[config.mk]
export PLATFORM = sky130hd
export DESIGN_NAME = key_matrix_press_encoder
export DESIGN_NICKNAME = d
export VERILOG_FILES = /design/src/hdl/kmpe_pkg.sv /design/src/hdl/kmpe_front.sv /design/src/hdl/kmpe_queue.sv /design/src/hdl/kmpe_back.sv /design/src/hdl/key_matrix_press_encoder.sv
export SDC_FILE = /design/constraint.sdc
export NUM_CORES = 1
export LEC_CHECK = 0
export BUFFER_PORTS_ARGS = -buffer_cell sky130_fd_sc_hd__buf_4
export CAP_MARGIN = 25
export CORE_ASPECT_RATIO = 0.5
export CORE_UTILIZATION = 55
export DETAILED_ROUTE_END_ITERATION = 6
export PLACE_DENSITY = 0.81
export SLEW_MARGIN = 10
export SYNTH_ARGS = -nofsm -noshare
export SYNTH_HDL_FRONTEND = slang
export SYNTH_SLANG_ARGS = --single-unit
[constraint.sdc]
create_clock -name clk -period 4.4 [get_ports clk]
set_input_delay 0.66 -clock clk [delete_from_list [all_inputs] [get_ports clk]]
set_output_delay 0.66 -clock clk [all_outputs]
set_load 0.02 [all_outputs]
[src/hdl/kmpe_pkg.sv]
// Package with the item types, register codes and sizes of the key matrix press encoder.
package kmpe_pkg;

  localparam int NUM_ROWS = 8;
  localparam int NUM_COLS = 8;
  localparam int NUM_KEYS = NUM_ROWS * NUM_COLS;
  localparam int POS_W = 6;
  localparam int CODE_W = 7;
  localparam int CFG_INDEX_W = 2;
  localparam int QUEUE_DEPTH_DEFAULT = 2;

  typedef enum logic [CFG_INDEX_W-1:0] {
    REG_LEFT_SHIFT  = 2'd0,
    REG_RIGHT_SHIFT = 2'd1,
    REG_CONTROL     = 2'd2,
    REG_UNUSED      = 2'd3
  } cfg_reg_t;

  localparam logic [POS_W-1:0] LEFT_SHIFT_RESET  = 6'd24;
  localparam logic [POS_W-1:0] RIGHT_SHIFT_RESET = 6'd46;
  localparam logic [POS_W-1:0] CONTROL_RESET     = 6'd16;

  typedef struct packed {
    logic [7:0] row0_columns;
    logic [7:0] row1_columns;
    logic [7:0] row2_columns;
    logic [7:0] row3_columns;
    logic [7:0] row4_columns;
    logic [7:0] row5_columns;
    logic [7:0] row6_columns;
    logic [7:0] row7_columns;
  } scan_t;

  typedef struct packed {
    logic [CODE_W-1:0] key_code;
    logic              shift_held;
    logic              control_held;
    logic              last_of_scan;
  } result_t;

  typedef struct packed {
    logic [NUM_KEYS-1:0] press;
    logic                shift_held;
    logic                control_held;
  } job_t;

endpackage

[src/hdl/kmpe_front.sv]
// Front end: holds the previous scan and the key positions, and turns each scan into a press job.
module kmpe_front
  import kmpe_pkg::*;
(
  input  logic                   clk,
  input  logic                   rst,
  input  logic                   push,
  input  scan_t                  in_item,
  input  logic                   queue_full,
  output logic                   job_push,
  output job_t                   job,
  input  logic                   cfg_write,
  input  logic [CFG_INDEX_W-1:0] cfg_index,
  input  logic [POS_W-1:0]       cfg_data
);

  logic [NUM_KEYS-1:0] previous_scan;
  logic [POS_W-1:0]    left_shift_position;
  logic [POS_W-1:0]    right_shift_position;
  logic [POS_W-1:0]    control_position;
  logic [NUM_KEYS-1:0] current_scan;
  logic                accept;

  assign current_scan = {in_item.row7_columns, in_item.row6_columns, in_item.row5_columns,
                         in_item.row4_columns, in_item.row3_columns, in_item.row2_columns,
                         in_item.row1_columns, in_item.row0_columns};
  assign accept   = push && !queue_full;
  assign job_push = accept;

  always_comb begin
    job.press        = previous_scan & ~current_scan;
    job.shift_held   = !current_scan[left_shift_position] ||
                       !current_scan[right_shift_position];
    job.control_held = !current_scan[control_position];
  end

  always_ff @(posedge clk) begin
    if (rst) begin
      previous_scan <= '0;
    end else if (accept) begin
      previous_scan <= current_scan;
    end
  end

  always_ff @(posedge clk) begin
    if (rst) begin
      left_shift_position  <= LEFT_SHIFT_RESET;
      right_shift_position <= RIGHT_SHIFT_RESET;
      control_position     <= CONTROL_RESET;
    end else if (cfg_write) begin
      unique case (cfg_reg_t'(cfg_index))
        REG_LEFT_SHIFT:  left_shift_position  <= cfg_data;
        REG_RIGHT_SHIFT: right_shift_position <= cfg_data;
        REG_CONTROL:     control_position     <= cfg_data;
        default: ;
      endcase
    end
  end

endmodule

[src/hdl/kmpe_queue.sv]
// Short job queue in flip-flops between the front end and the back end.
module kmpe_queue
  import kmpe_pkg::*;
#(
  parameter int DEPTH = QUEUE_DEPTH_DEFAULT
) (
  input  logic clk,
  input  logic rst,
  input  logic wr,
  input  job_t wr_data,
  output logic full,
  input  logic rd,
  output job_t rd_data,
  output logic empty
);

  localparam int PTR_W = (DEPTH > 1) ? $clog2(DEPTH) : 1;
  localparam int CNT_W = $clog2(DEPTH + 1);
  localparam logic [PTR_W-1:0] LAST_PTR = PTR_W'(DEPTH - 1);
  localparam logic [CNT_W-1:0] DEPTH_CNT = CNT_W'(DEPTH);

  job_t             slots [DEPTH];
  logic [PTR_W-1:0] wr_ptr;
  logic [PTR_W-1:0] rd_ptr;
  logic [CNT_W-1:0] count;
  logic             do_wr;
  logic             do_rd;

  assign full    = (count == DEPTH_CNT);
  assign empty   = (count == '0);
  assign do_wr   = wr && !full;
  assign do_rd   = rd && !empty;
  assign rd_data = slots[rd_ptr];

  always_ff @(posedge clk) begin
    if (do_wr) begin
      slots[wr_ptr] <= wr_data;
    end
  end

  always_ff @(posedge clk) begin
    if (rst) begin
      wr_ptr <= '0;
      rd_ptr <= '0;
      count  <= '0;
    end else begin
      if (do_wr) begin
        wr_ptr <= (wr_ptr == LAST_PTR) ? '0 : wr_ptr + PTR_W'(1);
      end
      if (do_rd) begin
        rd_ptr <= (rd_ptr == LAST_PTR) ? '0 : rd_ptr + PTR_W'(1);
      end
      if (do_wr && !do_rd) begin
        count <= count + CNT_W'(1);
      end else if (do_rd && !do_wr) begin
        count <= count - CNT_W'(1);
      end
    end
  end

endmodule

[src/hdl/kmpe_back.sv]
// Back end: walks the press mask of one job bit by bit and emits one key code per press.
module kmpe_back
  import kmpe_pkg::*;
(
  input  logic    clk,
  input  logic    rst,
  input  logic    job_empty,
  input  job_t    job,
  output logic    job_pop,
  output logic    empty,
  input  logic    pop,
  output result_t out_item
);

  localparam int IDX_W = $clog2(NUM_KEYS);

  logic                busy;
  logic [NUM_KEYS-1:0] mask;
  logic [IDX_W-1:0]    idx;
  logic                shift_held;
  logic                control_held;
  logic                out_valid;
  logic                slot_free;
  logic                step;
  logic                rest_clear;

  assign slot_free  = !out_valid || pop;
  assign step       = busy && (!mask[0] || slot_free);
  assign rest_clear = (mask[NUM_KEYS-1:1] == '0);
  assign job_pop    = !busy && !job_empty;
  assign empty      = !out_valid;

  always_ff @(posedge clk) begin
    if (rst) begin
      busy <= 1'b0;
    end else if (job_pop) begin
      busy <= (job.press != '0);
    end else if (step && rest_clear) begin
      busy <= 1'b0;
    end
  end

  always_ff @(posedge clk) begin
    if (job_pop) begin
      mask         <= job.press;
      idx          <= '0;
      shift_held   <= job.shift_held;
      control_held <= job.control_held;
    end else if (step) begin
      mask <= mask >> 1;
      idx  <= idx + IDX_W'(1);
    end
  end

  always_ff @(posedge clk) begin
    if (rst) begin
      out_valid <= 1'b0;
    end else if (step && mask[0]) begin
      out_valid <= 1'b1;
    end else if (pop) begin
      out_valid <= 1'b0;
    end
  end

  always_ff @(posedge clk) begin
    if (step && mask[0]) begin
      out_item.key_code     <= CODE_W'(idx) + CODE_W'(1);
      out_item.shift_held   <= shift_held;
      out_item.control_held <= control_held;
      out_item.last_of_scan <= rest_clear;
    end
  end

endmodule

[src/hdl/key_matrix_press_encoder.sv]
// Top level of the key matrix press encoder: front end, job queue and back end.
//
//   Channel   Handshake           Payload
//   input     push / full         in_item  (scan_t, eight rows of active-low columns)
//   result    empty / pop         out_item (result_t, key code, flags, last mark)
//   config    cfg_write           cfg_index selects the register, cfg_data holds the position
//
// A scan is taken whenever the job queue has room; its press mask and flags are then
// walked by the back end one matrix bit per cycle, ending early after its last press. A
// press waits while the result register is still held. Reset clears the previous scan to
// all zeros, restores the key positions and empties the queue and the result register.
module key_matrix_press_encoder
  import kmpe_pkg::*;
#(
  parameter int QUEUE_DEPTH = QUEUE_DEPTH_DEFAULT
) (
  input  logic                   clk,
  input  logic                   rst,
  input  logic                   push,
  output logic                   full,
  input  scan_t                  in_item,
  output logic                   empty,
  input  logic                   pop,
  output result_t                out_item,
  input  logic                   cfg_write,
  input  logic [CFG_INDEX_W-1:0] cfg_index,
  input  logic [POS_W-1:0]       cfg_data
);

  logic job_push;
  job_t job_in;
  job_t job_out;
  logic job_pop;
  logic job_empty;

  kmpe_front u_front (
    .clk        (clk),
    .rst        (rst),
    .push       (push),
    .in_item    (in_item),
    .queue_full (full),
    .job_push   (job_push),
    .job        (job_in),
    .cfg_write  (cfg_write),
    .cfg_index  (cfg_index),
    .cfg_data   (cfg_data)
  );

  kmpe_queue #(
    .DEPTH (QUEUE_DEPTH)
  ) u_queue (
    .clk     (clk),
    .rst     (rst),
    .wr      (job_push),
    .wr_data (job_in),
    .full    (full),
    .rd      (job_pop),
    .rd_data (job_out),
    .empty   (job_empty)
  );

  kmpe_back u_back (
    .clk       (clk),
    .rst       (rst),
    .job_empty (job_empty),
    .job       (job_out),
    .job_pop   (job_pop),
    .empty     (empty),
    .pop       (pop),
    .out_item  (out_item)
  );

endmodule

==> run metrics <==
cells along the critical path=mux4_1 > mux4_2 > mux2_4 > o21ai_2; slowest CP cell=dfxtp_1; crit end category=flop; # hold bufs at CTS=0; synthesis-to-finish area growth=13.5%; layout cell share with drive strength beyond 1=16.2%; Synth Warn #=0; height of the die=112 um; Clock Tree Buf Depth=3; Final Power=8.91 mW; Worst Tran Pin Value=956 ps; outcome=finished, final reports clean; Initial Util=57.4%; die area=25000 sq um; final number of setup-violating endpoints=0; EDFF count, synth=208; Rel. slew slack=36.1%; Final Hold Viols=0; CP max FO=17; biggest area consumer among synthesized cells=edfxtp_1; FFs w/ async S/R, synth=0%; # IOs=89; Max Fclk=0.378 GHz; Worst-path clk slew=70 ps; Setup TNS Final=0 ps; antenna violations before repair=3; worst vdd ir=0.334 mV; DR iter-0 viols=1074; nets=1239; dpl cells=1436; vias per cell=6.20; DR WL/cell=22.1 um; 1st-pass router iterations=5; Clock Skews=14.7 ps; Final Non-Filler Cells=1489; via count of the first global-routing pass=8624; final core utilization=65.1%; htree depth=1; post-synthesis sequential area ratio=60.8%; Most used DFF post-synth=edfxtp_1; RSZ-0062 raised after global routing=no; pin count of the biggest net entering global routing=113; final worst path period share=60.2%; Setup WS post-layout=1750 ps; RR Startpoint=u_front.control_position[0]$_SDFFE_PP0P_; WP data arrival=3040 ps; top-area cell type share of the netlist area=46.6%; routed wire length=33000 um; total CTS buffers=26; Worst Hold Class=input port to flop; postcts setup bufs=0; family with the most delay on the worst path=multiplexers; first-pass GRT wire length=49800 um; overall fraction of global-route tracks in use=26.5%; std cell rows=39; IO Port Bufs=88; clock sink total=303; Yosys cell types=48; Synthesized Nets=1171; top-count cell post-synth=nand2_1; Setup WS pre-CTS=1790 ps; Buf+Inv Stages, Crit Path=0; Resized cells post-CTS=0; Post-Syn Area=13400 sq um; total gr overflow=0; HP Start=cfg_data[3]; Routed Antenna Nets=0; CTS tree=yes; CTS Root Buffer Type=clkbuf_16; flops & latches, synth=303; Core Region=23400 sq um; GP Congestion=0.897; Mean Syn Cell Area=12.3 sq um; Synth area leaders=edfxtp_1 47%, dfxtp_1 14%, mux4_2 6.2%; Final min period=2650 ps; required time of the critical path=4790 ps; cell count after synthesis=1092; die width=223 um; slowest stage delay, CP=930 ps; Detail Placement HPWL=23600 um; via count=9238; Worst-Skew Late Latency=550 ps; crit path kind=flop to flop; fillers=1661; DRC Markers=0; top cells by count, synth=215 x nand2_1, 208 x edfxtp_1, 95 x dfxtp_1, 72 x a21oi_1, 72 x mux2i_1; max cap viols=0; Critical Path Start Type=flop; Leak=5.37 nW; max-slew violations=0; Pwr Density=586 nW/um^2; Setup crit start=u_front.control_position[0]$_SDFFE_PP0P_
==> metal layers <==
layer	routed length (um)	vias up	global-route usage, %
met1	13900	4491	39.2
li1	-	4182	-
met4	639	2	6.25
met5	14	-	0
met2	14400	512	39.4
met3	4060	51	6.83
==> final cells by class <==
cell class	count	area (sq um)	area share [%]
inverters	12	45.0	0.296
well taps	307	384	2.52
clock buffers	32	714	4.70
repair buffers	100	798	5.25
flip-flops and latches	303	8150	53.6
multi-input cells	717	4950	32.6
clock inverters	16	163	1.07
diodes	2	5.00	0.0329
==> logic make-up (layout without fill, tap and decap cells) <==
group | count (synthesis) | after routing | share of synthesized area (%)
compound gates | 169 | 169 | 6.84
xor+xnor | 10 | 10 | 0.653
fa+ha+maj | 2 | 2 | 0.187
buf+inv | 72 | 160 | 2.45
flops | 303 | 303 | 60.8
mux | 127 | 127 | 14.8
other cells | 0 | 2 | 0
simple gates | 409 | 409 | 14.3
==> power by group <==
| part | internal [mW] | total (mW) | switching, mW |
|---|---|---|---|
| combinational | 0.771 | 2.05 | 1.28 |
| sequential | 4.03 | 4.51 | 0.487 |
| clock | 1.33 | 2.35 | 1.02 |
==> sequential cells by signal, indices dropped and copies added (netlist names), named ones only <==
name	count
u_back.busy	1
u_back.control_held	1
u_back.idx	6
u_back.mask	64
u_back.out_item	10
u_back.out_valid	1
u_back.shift_held	1
u_front.control_position	6
u_front.left_shift_position	6
u_front.previous_scan	64
u_front.right_shift_position	6
u_queue.count	2
u_queue.rd_ptr	1
u_queue.slots	132
u_queue.wr_ptr	1
==> final timing paths <==
kind | end | slack [ps] | cells past startpoint
min reg2reg | u_back.out_item[1]$_DFFE_PP_ | 420 | 0
max | u_queue.slots[1][0]$_DFFE_PP_ | 1750 | 4
min | u_front.left_shift_position[3]$_SDFFE_PP1P_ | 330 | 2
max reg2reg | u_queue.slots[1][0]$_DFFE_PP_ | 1750 | 4
==> layout by cell type, fill, tap and decap left out, types with 5 or more instances in the layout <==
cell	instances
nand2_1	214
edfxtp_1	208
buf_4	97
dfxtp_1	94
a21oi_1	72
mux2i_1	72
nor2b_1	70
o21ai_1	68
nor4_1	43
nor2_1	38
mux4_2	37
clkbuf_16	27
nand3_1	15
mux4_1	15
nand4_1	11
inv_1	9
a22oi_1	8
a211o_1	6
clkinv_2	6
xnor2_1	5
xor2_1	5
==> through the flow <==
step | instance area (sq um) | hold WS [ps]
6_report | 15200 | 328
2_1_floorplan | 13400 | 400
3_5_place_dp | 14300 | 411
5_1_grt | 15200 | 330
4_1_cts | 15100 | 317
3_3_place_gp | 14300 | 410
No activity file was read; power rests on OpenSTA's default activity.
